`src/sv/pwm_dimmer_button_adjust_core_assert.svh`:
```
// Assertion helpers for the dimmer RTL.
// Each macro samples on the rising edge of clk and stays quiet while rst_n is low.
`ifndef PWM_DIMMER_BUTTON_ADJUST_CORE_ASSERT_SVH
`define PWM_DIMMER_BUTTON_ADJUST_CORE_ASSERT_SVH

// Same-cycle implication
`define PDBA_ASSERT_NOW(label, ante, cons, msg) \
    label: assert property (@(posedge clk) disable iff (!rst_n) (ante) |-> (cons)) \
        else $error(msg);

// Next-cycle implication
`define PDBA_ASSERT_NEXT(label, ante, cons, msg) \
    label: assert property (@(posedge clk) disable iff (!rst_n) (ante) |=> (cons)) \
        else $error(msg);

`endif

```
`src/sv/pdba_pkg.sv`:
```
package pdba_pkg;

    // Phase wraps here; duty saturates here
    localparam logic [6:0] PhaseWrap = 7'd100;
    localparam logic [6:0] DutyMax   = 7'd100;
    localparam logic [6:0] DutyReset = 7'd50;

    // Segment patterns for the fixed displays
    localparam logic [7:0] SegZero  = 8'h3F;
    localparam logic [7:0] SegFull  = 8'hBF;
    localparam logic [7:0] SegReset = 8'hFF;
    localparam logic [7:0] PatTensReset  = 8'h6D;
    localparam logic [7:0] PatUnitsReset = 8'h3F;

    // Digit enables: bit 0 tens digit, bit 1 units digit
    localparam logic [1:0] EnTens  = 2'b01;
    localparam logic [1:0] EnUnits = 2'b10;
    localparam logic [1:0] EnBoth  = 2'b11;

    localparam logic [9:0] LevelReset = 10'h01F;
    localparam logic [9:0] BarReset   = 10'h3FF;

    // Register defaults
    localparam logic [7:0] HoldDelayReset   = 8'd100;
    localparam logic [7:0] RepeatIvalReset  = 8'd10;
    localparam logic [7:0] FlowIvalReset    = 8'd10;
    localparam logic [7:0] ResyncIvalReset  = 8'd100;

    typedef enum logic [1:0] {
        CFG_HOLD_DELAY      = 2'd0,
        CFG_REPEAT_INTERVAL = 2'd1,
        CFG_FLOW_INTERVAL   = 2'd2,
        CFG_RESYNC_INTERVAL = 2'd3
    } cfg_reg_t;

    // Slow-tick strobe and button activity handed to the display
    typedef struct packed {
        logic slow;
        logic any;
    } tick_t;

    // Tens digit of a duty value (multiply by reciprocal of ten), not clipped
    function automatic logic [3:0] tens_of(input logic [6:0] d);
        logic [14:0] prod;
        prod = {8'd0, d} * 15'd205;
        return prod[14:11];
    endfunction

    // Tens digit clipped to ten
    function automatic logic [3:0] tens_clip(input logic [6:0] d);
        logic [3:0] t;
        t = tens_of(d);
        return (t > 4'd10) ? 4'd10 : t;
    endfunction

    // Units digit: value minus ten times the tens digit
    function automatic logic [3:0] units_of(input logic [6:0] d);
        logic [3:0] t;
        logic [6:0] tx;
        logic [6:0] r;
        t  = tens_of(d);
        tx = {t, 3'b000} - {2'b00, t, 1'b0} + {2'b00, t, 1'b0} + {2'b00, t, 1'b0};
        r  = d - tx;
        return r[3:0];
    endfunction

    // Seven-segment glyphs; ten has no glyph and shows blank
    function automatic logic [7:0] glyph(input logic [3:0] n);
        logic [7:0] g;
        unique case (n)
            4'd0:    g = 8'h3F;
            4'd1:    g = 8'h06;
            4'd2:    g = 8'h5B;
            4'd3:    g = 8'h4F;
            4'd4:    g = 8'h66;
            4'd5:    g = 8'h6D;
            4'd6:    g = 8'h7D;
            4'd7:    g = 8'h07;
            4'd8:    g = 8'h7F;
            4'd9:    g = 8'h6F;
            default: g = 8'h00;
        endcase
        return g;
    endfunction

    // Thermometer of duty/10, capped at ten bars
    function automatic logic [9:0] thermometer(input logic [6:0] d);
        logic [10:0] one_hot;
        logic [10:0] m;
        one_hot = 11'd1 << tens_clip(d);
        m = one_hot - 11'd1;
        return m[9:0];
    endfunction

endpackage

```
`src/sv/pdba_display.sv`:
```
module pdba_display
    import pdba_pkg::*;
(
    input  logic        clk,
    input  logic        rst_n,
    input  tick_t       tick,
    input  logic [6:0]  duty,
    output logic [7:0]  seg_next,
    output logic [1:0]  enables_next
);

    logic       select_reg;
    logic       select_next;
    logic [7:0] pat_tens_reg;
    logic [7:0] pat_tens_next;
    logic [7:0] pat_units_reg;
    logic [7:0] pat_units_next;
    logic [7:0] seg_reg;
    logic [1:0] enables_reg;

    // Refresh patterns while a button is held, then pick what to drive
    always_comb
    begin
        pat_tens_next  = pat_tens_reg;
        pat_units_next = pat_units_reg;
        select_next    = select_reg;
        seg_next       = seg_reg;
        enables_next   = enables_reg;
        if (tick.slow)
        begin
            if (tick.any)
            begin
                pat_tens_next  = glyph(tens_clip(duty));
                pat_units_next = glyph(units_of(duty));
            end
            if (duty == 7'd0)
            begin
                enables_next = EnUnits;
                seg_next     = SegZero;
            end
            else if (duty == DutyMax)
            begin
                enables_next = EnBoth;
                seg_next     = SegFull;
            end
            else if (!select_reg)
            begin
                seg_next     = pat_tens_next;
                enables_next = EnTens;
                select_next  = 1'b1;
            end
            else
            begin
                seg_next     = pat_units_next;
                enables_next = EnUnits;
                select_next  = 1'b0;
            end
        end
    end

    // Hold display state between slow ticks
    always_ff @(posedge clk or negedge rst_n)
    begin
        if (!rst_n)
        begin
            select_reg    <= 1'b0;
            pat_tens_reg  <= PatTensReset;
            pat_units_reg <= PatUnitsReset;
            seg_reg       <= SegReset;
            enables_reg   <= EnBoth;
        end
        else
        begin
            select_reg    <= select_next;
            pat_tens_reg  <= pat_tens_next;
            pat_units_reg <= pat_units_next;
            seg_reg       <= seg_next;
            enables_reg   <= enables_next;
        end
    end

endmodule

```
`src/sv/pwm_dimmer_button_adjust_core.sv`:
```
// A result is presented in the cycle after its input transfer, from the result register.
// Throughput: one item per clock while the receiver does not stall; the one-entry result
// register sets it, and an input is taken in the same cycle that a waiting result is taken.
// Reset (rst_n, asynchronous, active low): phase 0, duty 50, all counters 0, display with
// every segment lit and both digits on, bar all ones, level mask five bars, registers at
// their defaults.
`include "pwm_dimmer_button_adjust_core_assert.svh"

module pwm_dimmer_button_adjust_core
    import pdba_pkg::*;
(
    input  logic        clk,
    input  logic        rst_n,
    // input channel
    input  logic        in_valid,
    output logic        in_stall,
    input  logic        down_pressed,
    input  logic        up_pressed,
    // result channel
    output logic        out_valid,
    input  logic        out_stall,
    output logic        pwm_level,
    output logic [9:0]  bar_leds,
    output logic [7:0]  seg_pattern,
    output logic        digit_one_on,
    output logic        digit_two_on,
    output logic [6:0]  duty_level,
    // configuration channel
    input  logic        cfg_valid,
    output logic        cfg_ready,
    input  logic [1:0]  cfg_index,
    input  logic [7:0]  cfg_data
);

    // Configuration registers
    logic [7:0]  hold_delay_reg;
    logic [7:0]  repeat_ival_reg;
    logic [7:0]  flow_ival_reg;
    logic [7:0]  resync_ival_reg;

    // Block state
    logic [6:0]  phase_reg;
    logic [6:0]  phase_next;
    logic [6:0]  phase_inc;
    logic [6:0]  duty_reg;
    logic [6:0]  duty_next;
    logic [8:0]  hold_reg;
    logic [8:0]  hold_next;
    logic [8:0]  hold_step;
    logic [7:0]  repeat_reg;
    logic [7:0]  repeat_next;
    logic [7:0]  repeat_inc;
    logic [9:0]  level_reg;
    logic [9:0]  level_next;
    logic [10:0] flow_reg;
    logic [10:0] flow_next;
    logic [11:0] flow_shift;
    logic [11:0] flow_lim;
    logic [7:0]  flow_cnt_reg;
    logic [7:0]  flow_cnt_next;
    logic [7:0]  flow_cnt_inc;
    logic [7:0]  resync_cnt_reg;
    logic [7:0]  resync_cnt_next;
    logic [7:0]  resync_cnt_inc;
    logic [9:0]  bar_reg;
    logic [9:0]  bar_next;

    // Handshake and result register
    logic        accept;
    logic        any;
    logic        adjusting;
    tick_t       tick;
    logic [7:0]  seg_next;
    logic [1:0]  enables_next;
    logic        out_valid_reg;
    logic        out_valid_next;
    logic        pwm_out_reg;
    logic [9:0]  bar_out_reg;
    logic [7:0]  seg_out_reg;
    logic [1:0]  en_out_reg;
    logic [6:0]  duty_out_reg;

    // Step duty by one, saturating at both ends
    function automatic logic [6:0] nudge(input logic [6:0] d, input logic up);
        logic [6:0] r;
        r = d;
        if (up)
        begin
            if (d < DutyMax)
                r = d + 7'd1;
        end
        else if (d > 7'd0)
        begin
            r = d - 7'd1;
        end
        return r;
    endfunction

    // Take an input whenever the result register is free or being emptied
    assign in_stall  = out_valid_reg && out_stall;
    assign accept    = in_valid && !in_stall;
    assign cfg_ready = 1'b1;
    assign any       = down_pressed || up_pressed;
    assign adjusting = down_pressed != up_pressed;

    // Advance the phase and flag the slow tick on wrap
    always_comb
    begin
        phase_inc  = phase_reg + 7'd1;
        tick.any   = any;
        tick.slow  = accept && (phase_inc >= PhaseWrap);
        phase_next = phase_reg;
        if (accept)
            phase_next = (phase_inc >= PhaseWrap) ? 7'd0 : phase_inc;
    end

    // Duty adjust: one step on press, auto-repeat after the hold delay
    always_comb
    begin
        duty_next   = duty_reg;
        hold_next   = hold_reg;
        hold_step   = hold_reg;
        repeat_next = repeat_reg;
        repeat_inc  = repeat_reg + 8'd1;
        if (tick.slow)
        begin
            if (adjusting)
            begin
                if (hold_reg == 9'd0)
                    duty_next = nudge(duty_reg, up_pressed);
                if (hold_reg <= {1'b0, hold_delay_reg})
                    hold_step = hold_reg + 9'd1;
                hold_next = hold_step;
                if (hold_step > {1'b0, hold_delay_reg})
                begin
                    if (repeat_inc > repeat_ival_reg)
                    begin
                        repeat_next = 8'd0;
                        duty_next   = nudge(duty_next, up_pressed);
                    end
                    else
                    begin
                        repeat_next = repeat_inc;
                    end
                end
            end
            else if (!down_pressed)
            begin
                hold_next   = 9'd0;
                repeat_next = 8'd0;
            end
        end
    end

    // Bar flow advance and level-mask refresh
    always_comb
    begin
        flow_next       = flow_reg;
        bar_next        = bar_reg;
        level_next      = level_reg;
        flow_cnt_next   = flow_cnt_reg;
        resync_cnt_next = resync_cnt_reg;
        flow_cnt_inc    = flow_cnt_reg + 8'd1;
        resync_cnt_inc  = resync_cnt_reg + 8'd1;
        flow_shift      = {flow_reg, 1'b1};
        flow_lim        = {1'b0, level_reg, 1'b1};
        if (tick.slow)
        begin
            flow_cnt_next = flow_cnt_inc;
            if (flow_cnt_inc >= flow_ival_reg)
            begin
                flow_cnt_next = 8'd0;
                flow_next     = (flow_shift >= flow_lim) ? 11'd0 : flow_shift[10:0];
                bar_next      = flow_next[9:0] & level_reg;
            end
            resync_cnt_next = resync_cnt_inc;
            if (resync_cnt_inc >= resync_ival_reg)
            begin
                resync_cnt_next = 8'd0;
                if (any)
                    level_next = thermometer(duty_next);
            end
        end
    end

    pdba_display u_display (
        .clk          (clk),
        .rst_n        (rst_n),
        .tick         (tick),
        .duty         (duty_reg),
        .seg_next     (seg_next),
        .enables_next (enables_next)
    );

    // Write configuration registers
    always_ff @(posedge clk or negedge rst_n)
    begin
        if (!rst_n)
        begin
            hold_delay_reg  <= HoldDelayReset;
            repeat_ival_reg <= RepeatIvalReset;
            flow_ival_reg   <= FlowIvalReset;
            resync_ival_reg <= ResyncIvalReset;
        end
        else if (cfg_valid && cfg_ready)
        begin
            unique case (cfg_reg_t'(cfg_index))
                CFG_HOLD_DELAY:      hold_delay_reg  <= cfg_data;
                CFG_REPEAT_INTERVAL: repeat_ival_reg <= cfg_data;
                CFG_FLOW_INTERVAL:   flow_ival_reg   <= cfg_data;
                CFG_RESYNC_INTERVAL: resync_ival_reg <= cfg_data;
                default:             hold_delay_reg  <= hold_delay_reg;
            endcase
        end
    end

    // Hold block state
    always_ff @(posedge clk or negedge rst_n)
    begin
        if (!rst_n)
        begin
            phase_reg      <= 7'd0;
            duty_reg       <= DutyReset;
            hold_reg       <= 9'd0;
            repeat_reg     <= 8'd0;
            level_reg      <= LevelReset;
            flow_reg       <= 11'd0;
            flow_cnt_reg   <= 8'd0;
            resync_cnt_reg <= 8'd0;
            bar_reg        <= BarReset;
        end
        else
        begin
            phase_reg      <= phase_next;
            duty_reg       <= duty_next;
            hold_reg       <= hold_next;
            repeat_reg     <= repeat_next;
            level_reg      <= level_next;
            flow_reg       <= flow_next;
            flow_cnt_reg   <= flow_cnt_next;
            resync_cnt_reg <= resync_cnt_next;
            bar_reg        <= bar_next;
        end
    end

    // Result valid: set on transfer in, drop once taken
    always_comb
    begin
        out_valid_next = out_valid_reg && out_stall;
        if (accept)
            out_valid_next = 1'b1;
    end

    always_ff @(posedge clk or negedge rst_n)
    begin
        if (!rst_n)
            out_valid_reg <= 1'b0;
        else
            out_valid_reg <= out_valid_next;
    end

    // Load the result payload on each input transfer
    always_ff @(posedge clk)
    begin
        if (accept)
        begin
            pwm_out_reg  <= (phase_reg >= duty_reg);
            bar_out_reg  <= bar_next;
            seg_out_reg  <= seg_next;
            en_out_reg   <= enables_next;
            duty_out_reg <= duty_next;
        end
    end

    assign out_valid    = out_valid_reg;
    assign pwm_level    = pwm_out_reg;
    assign bar_leds     = bar_out_reg;
    assign seg_pattern  = seg_out_reg;
    assign digit_one_on = en_out_reg[0];
    assign digit_two_on = en_out_reg[1];
    assign duty_level   = duty_out_reg;

    `PDBA_ASSERT_NOW(a_duty_range, 1'b1, duty_reg <= DutyMax, "duty beyond full scale")
    `PDBA_ASSERT_NOW(a_phase_range, 1'b1, phase_reg < PhaseWrap, "phase beyond wrap point")
    `PDBA_ASSERT_NEXT(a_duty_slow_only, accept && (phase_inc < PhaseWrap),
        $stable(duty_reg), "duty moved off a slow tick")
    `PDBA_ASSERT_NEXT(a_result_loaded, accept, out_valid_reg, "accepted item left no result")

endmodule

```
`config.mk`:
```
export PLATFORM = sky130hd
export DESIGN_NAME = pwm_dimmer_button_adjust_core
export DESIGN_NICKNAME = d
export VERILOG_FILES = /design/src/sv/pdba_pkg.sv /design/src/sv/pdba_display.sv /design/src/sv/pwm_dimmer_button_adjust_core.sv
export VERILOG_INCLUDE_DIRS = /design/src /design/src/sv
export SDC_FILE = /design/constraint.sdc
export NUM_CORES = 1
export LEC_CHECK = 0
export BUFFER_PORTS_ARGS = -buffer_cell sky130_fd_sc_hd__buf_2
export CAP_MARGIN = 5
export CORE_ASPECT_RATIO = 1.25
export CORE_MARGIN = 2
export CORE_UTILIZATION = 59
export CTS_BUF_LIST = sky130_fd_sc_hd__clkbuf_4 sky130_fd_sc_hd__clkbuf_8
export CTS_CLUSTER_SIZE = 14
export DETAILED_ROUTE_END_ITERATION = 16
export GPL_TIMING_DRIVEN = 0
export PLACE_DENSITY = 0.74
export SLEW_MARGIN = 10
export SYNTH_ARGS = -nofsm -noshare
export SYNTH_HDL_FRONTEND = slang
export SYNTH_HIERARCHICAL = 1
export SYNTH_SLANG_ARGS = --single-unit
```
`constraint.sdc`:
```
create_clock -name clk -period 11.72 [get_ports clk]
set_input_delay 0.586 -clock clk [delete_from_list [all_inputs] [get_ports clk]]
set_output_delay 0.586 -clock clk [all_outputs]
set_load 0.005 [all_outputs]
```
After elaboration in Yosys (flattened, before gate mapping) --
Memories as Yosys holds them, arrays and structs flattened. Cells that the tools add are included.
Storage, ports and cells: register bits 166, bits in latches 0, RAM bits 0, memory bits (read-only) 224, input bits 17, output and inout port bits 31, logic and storage cells 126, memories kept 2
Cells by class: add/subtract/negate cells 14, multipliers 2, divide/modulo/power cells 0, order comparisons 14, equal/unequal tests 7, shift operators 1, muxes and demuxes 42, bitwise logic cells 3, reduce and logical (&&, ||, !) cells 17
Memory list:
- (name not given) | depth 16, width 7, rd ports 1, clocked after memory_dff 0, wr ports 0, line pdba_pkg.sv:70 | unique case (n)
- (name not given) | depth 16, width 7, rd ports 1, clocked after memory_dff 0, wr ports 0, line pdba_pkg.sv:70
Operator list (number):
- $mux 7 | 14
- $mux 8 | 12
- $mux 9 | 5
- $mul 7x8->15 const B | 2
- $add 8x1->8 const B | 3
- $add 7x1->7 const B | 3
- $mux 10 | 2
- $ge 8x8->1 | 2
- $gt 7x1->1 const B | 2
- $lt 7x7->1 const B | 2
- $sub 7x1->7 const B | 2
- $ge 12x11->1 | 1
- $reduce_and 2->1 | 6
- $mux 11 | 1
- $and 10x10->10 | 1
- $shl 1x4->10 const A | 1
- $sub 10x1->10 const B | 1
- $add 9x1->9 const B | 1
- $gt 9x8->1 | 1
- $le 9x8->1 | 1
- $logic_not 9->1 | 1
- $reduce_and 3->1 | 3
- $add 4x4->4 | 2
- $gt 4x4->1 const B | 2
- other kinds (18) | 29

Logic depth before layout (Yosys ltp) --
depth after elaboration 18, depth in mapped cells 44, mapped depth without buffers 42

Cells and area by module --
The synthesis kept the hierarchy.
By module, submodules not included:
- pwm_dimmer_button_adjust_core | instances 1, cells each 974, area each 9394.0 µm², seq. area each 3653.5 µm²
- pdba_display | instances 1, cells each 321, area each 3000.4 µm², seq. area each 701.9 µm²

Worst setup path after synthesis --
Ideal clock, no wire load.
path type register -> register, start point reg hold_delay_reg[2], end point reg level_reg[6], setup time 80 ps, arrival 8301 ps, data required time 11640 ps, path slack 3338 ps, stages on the path, launching flop included 37, buffers on the path 2, clock period less this slack 8382 ps, cell sequence dfstp_2 -> inv_1 -> ha_1 -> and4b_1 -> nand3_1 -> o21ai_0 -> o21ai_0 -> or3_1 -> xnor2_1 -> ha_1 -> a2111oi_0 -> o21ai_0 -> o22ai_1 -> a21oi_1 -> clkbuf_8 -> and2_1 -> a211o_1 -> a22oi_1 -> o21ai_0 -> ha_1 -> fa_1 -> fa_1 -> ha_1 -> ha_1 -> and4_1 -> and2_1 -> a22o_1 -> or2_0 -> buf_2 -> a311oi_1 -> a21oi_1 -> nand3b_1 -> ha_1 -> or3b_2 -> o41ai_1 -> a22oi_1 -> o211ai_2
Between the ends: longest elaborated chain between the ends 13
Ends and longest elaborated chain:
- from (decl) | line pwm_dimmer_button_adjust_core.sv:36 | logic [7:0] hold_delay_reg;
- from (signal assigned) | line pwm_dimmer_button_adjust_core.sv:200 | hold_delay_reg <= HoldDelayReset;
- from (signal assigned) | line pwm_dimmer_button_adjust_core.sv:208 | CFG_HOLD_DELAY: hold_delay_reg <= cfg_data;
- from (signal assigned) | line pwm_dimmer_button_adjust_core.sv:212 | default: hold_delay_reg <= hold_delay_reg;
- $le 9x8->1 | line pwm_dimmer_button_adjust_core.sv:131 | if (hold_reg <= {1'b0, hold_delay_reg})
- $mux 9 | line pwm_dimmer_button_adjust_core.sv:131
- $mux 9 | line pwm_dimmer_button_adjust_core.sv:127 | if (adjusting)
- $mux 9 | line pwm_dimmer_button_adjust_core.sv:125 | if (tick.slow)
- $gt 9x8->1 * | line pwm_dimmer_button_adjust_core.sv:134 | if (hold_step > {1'b0, hold_delay_reg})
- $mux 7 * | line pwm_dimmer_button_adjust_core.sv:134
- $mux 7 * | line pwm_dimmer_button_adjust_core.sv:127
- $mux 7 * | line pwm_dimmer_button_adjust_core.sv:125
- net duty_next[1] | line pwm_dimmer_button_adjust_core.sv:46 | logic [6:0] duty_next;
- $mul 7x8->15 * | line pdba_pkg.sv:45 | prod = {8'd0, d} * 15'd205;
- $gt 4x4->1 | line pdba_pkg.sv:53 | return (t > 4'd10) ? 4'd10 : t;
- $mux 4 * | line pdba_pkg.sv:53
- $shl 1x4->10 * | line pdba_pkg.sv:90 | one_hot = 11'd1 << tens_clip(d);
- $sub 10x1->10 * | line pdba_pkg.sv:91 | m = one_hot - 11'd1;
- to (signal assigned) | line pwm_dimmer_button_adjust_core.sv:226 | level_reg <= LevelReset;
- to (signal assigned) | line pwm_dimmer_button_adjust_core.sv:238 | level_reg <= level_next;
- to (decl) | line pwm_dimmer_button_adjust_core.sv:53 | logic [9:0] level_reg;
Mark *: on every way through the listed nets, which the timed path passes. The rest lies on a longest branch. The select of a mux whose other input is x is not followed. A chain may end at the register's enable or synchronous reset.

Worst setup path after layout --
Ends and elaborated chain as after synthesis.

==> results_dict.tcl <==
set metrics [dict create \
    status "finished clean" \
    async_flop_share 0.831 \
    path_clk_slew_ps 100 \
    ir_worst_vdd_mv 0.0864 \
    fin_crit_sh 0.844 \
    max_freq_mhz 101 \
    yosysSeqAreaShare 0.351 \
    avgViaCountPerCell 5.85 \
    worstMarginPinSlew_ps 1070 \
    syn_area_um2 12400 \
    gr-total-overflow 0 \
    cp_max_fo 10 \
    syn_area_per_cell_um2 9.57 \
    end_kind "register" \
    vias 9637 \
    grt_max_degree 83 \
    ys_ff_latch 166 \
    synth_cell_type_count 114 \
    drt_first_pass_iters 6 \
    fin_crit_ps 9890 \
    multi_input_area_um2 7340 \
    r2r-end "level_reg[6]" \
    drive_gt1_frac 0.167 \
    synth-simple-area-share 0.169 \
    io_pins 48 \
    ant_nets 0 \
    io_buffers 46 \
    routed_wl_um 26400 \
    grt_pass1_vias 9551 \
    wl_per_cell_um 16.0 \
    ys.warnings.count 6 \
    worstSkewPairLatency_ps 480 \
    instances_no_fill 1648 \
    place_congestion 0.928 \
    cts_tree "done" \
    skew_ps 13.2 \
    syn-num-nets 1487 \
    rsz0062_at_grt "no" \
    reg2reg_setup_slack_ps 1830 \
    die_area_um2 22200 \
    worst-path-buf-inv 3 \
    dpl.hpwl_um 20300 \
    relSlewSlack 0.279 \
    finalHoldViolations 0 \
    synth-edff-count 28 \
    min_path_type "in -> async" \
    cts_hold_buf 0 \
    critPathMaxStageDelay_ps 540 \
    ctsHtreeMaxLevel 4 \
    area_growth_pct 8.22 \
    yosys-mux-area-fraction 0.0438 \
    grt_pass1_wl_um 45600 \
    startpoint_type "register" \
    cp.required_ps 12130 \
    start_util 0.598 \
    synth_xor_xnor_area_share 0.0290 \
    synth_top_area_share 0.180 \
    fill_cells 1758 \
    power_density_nw_per_um2 115 \
    largest_reg_flops 11 \
    postCtsSetupRepairBufs 0 \
    synth_compound_area_frac 0.163 \
    power_uw 1540 \
    r2r_cells 35 \
    cp_top_family "compound AO/OA/AOI/OAI gates" \
    die_w_um 134 \
    synthAdderAreaFrac 0.187 \
    synth_cells 1295 \
    slowest_stage "dfstp_2" \
    holdWs_ps 52.2 \
    dp.cells 1616 \
    synth_top_family_by_area "adder cells" \
    finalSetupViolations 0 \
    cts.repair.resized 0 \
    coreArea_um2 20700 \
    timing.critical_path.mode_cell "ha_1" \
    yosys-top-cells-area "dfrtp_1, ha_1, dfstp_2, edfxtp_1, nand2_1" \
    cp.depth 35 \
    diodes 0 \
    layout.nets 1553 \
    numCtsBuffers 17 \
    cts_root_buf "clkbuf_8" \
    die_y_um 166 \
    critPathArrivalTime_ps 10300 \
    regArea_um2 4360 \
    maxCapViolCount 0 \
    antenna_found_initial 0 \
    drt_iter0_drc 581 \
    ctsLongestPathBuffers 2 \
    report.final.slew_viol_count 0 \
    total_leakage_power_uw 0.00630 \
    cts.sinks 166 \
    fp-row-count 59 \
    synthFlopType "dfrtp_1" \
    gr-usage-all-layers 0.251 \
    critPathKind "reg -> reg" \
    rr_startpoint "hold_delay_reg[2]" \
    synth_area_leader_cell "dfrtp_1" \
    drcViolationCount 0 \
    finalSetupTns_ps 0 \
]
routing by layer:
layer,vias to the layer above,global-route usage,part of all wire
li1,4753,-,-
met3,46,0.0357,0.028
met2,178,0.447,0.51
met4,0,0.0870,0.024
met5,-,0,0
met1,4660,0.311,0.44
synthesized netlist by cell type (4+ instances only):
master	count
mux2i_1	16
and4_1	5
a211o_1	4
o31ai_1	25
nand3_1	36
a31oi_1	11
o21ai_1	7
and2_1	14
dfrtp_1	89
o41ai_1	9
nand3b_1	4
dfstp_2	49
ha_1	158
nand2b_1	21
nor4_1	5
xnor2_1	26
a211oi_1	10
mux2_2	34
nor2b_1	15
fa_1	17
a31o_2	6
inv_1	129
nor3_1	15
o21a_1	4
nor2_1	51
or2_2	8
o22ai_1	7
clkbuf_1	24
a21o_1	16
buf_6	6
nand2_1	158
and3_1	16
xor2_1	15
edfxtp_1	28
nand4_1	19
o31a_1	4
a22oi_1	5
a21oi_1	44
o21ai_0	77
worst max-delay path by stage:
stage / start / end / slack (ps)
3_3_place_gp: hold_delay_reg[2] / level_reg[6] / 2040
4_1_cts: hold_delay_reg[2] / level_reg[6] / 1910
5_1_grt: hold_delay_reg[2] / level_reg[6] / 1030
2_1_floorplan: hold_delay_reg[2] / level_reg[6] / 3340
3_5_place_dp: hold_delay_reg[2] / level_reg[6] / 1960
6_report: hold_delay_reg[2] / level_reg[6] / 1830
cell families after synthesis:
kind of cell,Yosys count
other,1
adder cells (fa/ha/maj),175
multiplexers,50
XOR/XNOR,41
flip-flops,166
AO/OA/AOI/OAI,289
buffers and inverters,168
AND/OR/NAND/NOR,405
power by group:
| group | switching, uW | leakage, uW | total [uW] | internal (uW) |
|---|---|---|---|---|
| sequential | 33.6 | 0.00193 | 675 | 642 |
| clock | 245 | 0.000211 | 432 | 187 |
| combinational | 256 | 0.00417 | 432 | 176 |
worst reg2reg max path: cells and delay by family, from the launching register on:
family                   cells  cell delay [ps]
buffers and inverters        3              530
flip-flops                   1              540
adder cells (fa/ha/maj)      8             2720
AO/OA/AOI/OAI               15             4080
multiplexers                 1              360
AND/OR/NAND/NOR              7             1400
XOR/XNOR                     1              200
layout by cell type, fill, tap and decap left out, types with 34 or more instances in the layout:
cell type / instances
buf_2: 48
o21ai_0: 77
a21oi_1: 44
mux2_2: 34
inv_1: 129
ha_1: 158
nand3_1: 36
nor2_1: 51
dfrtp_1: 89
nand2_1: 158
dfstp_2: 49
through the flow:
step	area (um2)	worst slack [ps]	utilization
floorplan	12400	3340	-
global placement	13000	2040	0.625
detailed placement	13000	1960	0.627
CTS	13400	1910	0.647
global route	13400	1030	0.647
finish	13400	1830	0.647
final cells by class:
type | instances | area share
inverter | 131 | 0.0368
sequential | 166 | 0.325
tap | 274 | 0.0256
clock buffer | 19 | 0.0190
clock inverter | 13 | 0.0116
buffer | 37 | 0.0154
multi-input combinational | 961 | 0.547
timing repair buffer | 47 | 0.0197
No activity file was read; power rests on OpenSTA's default activity.
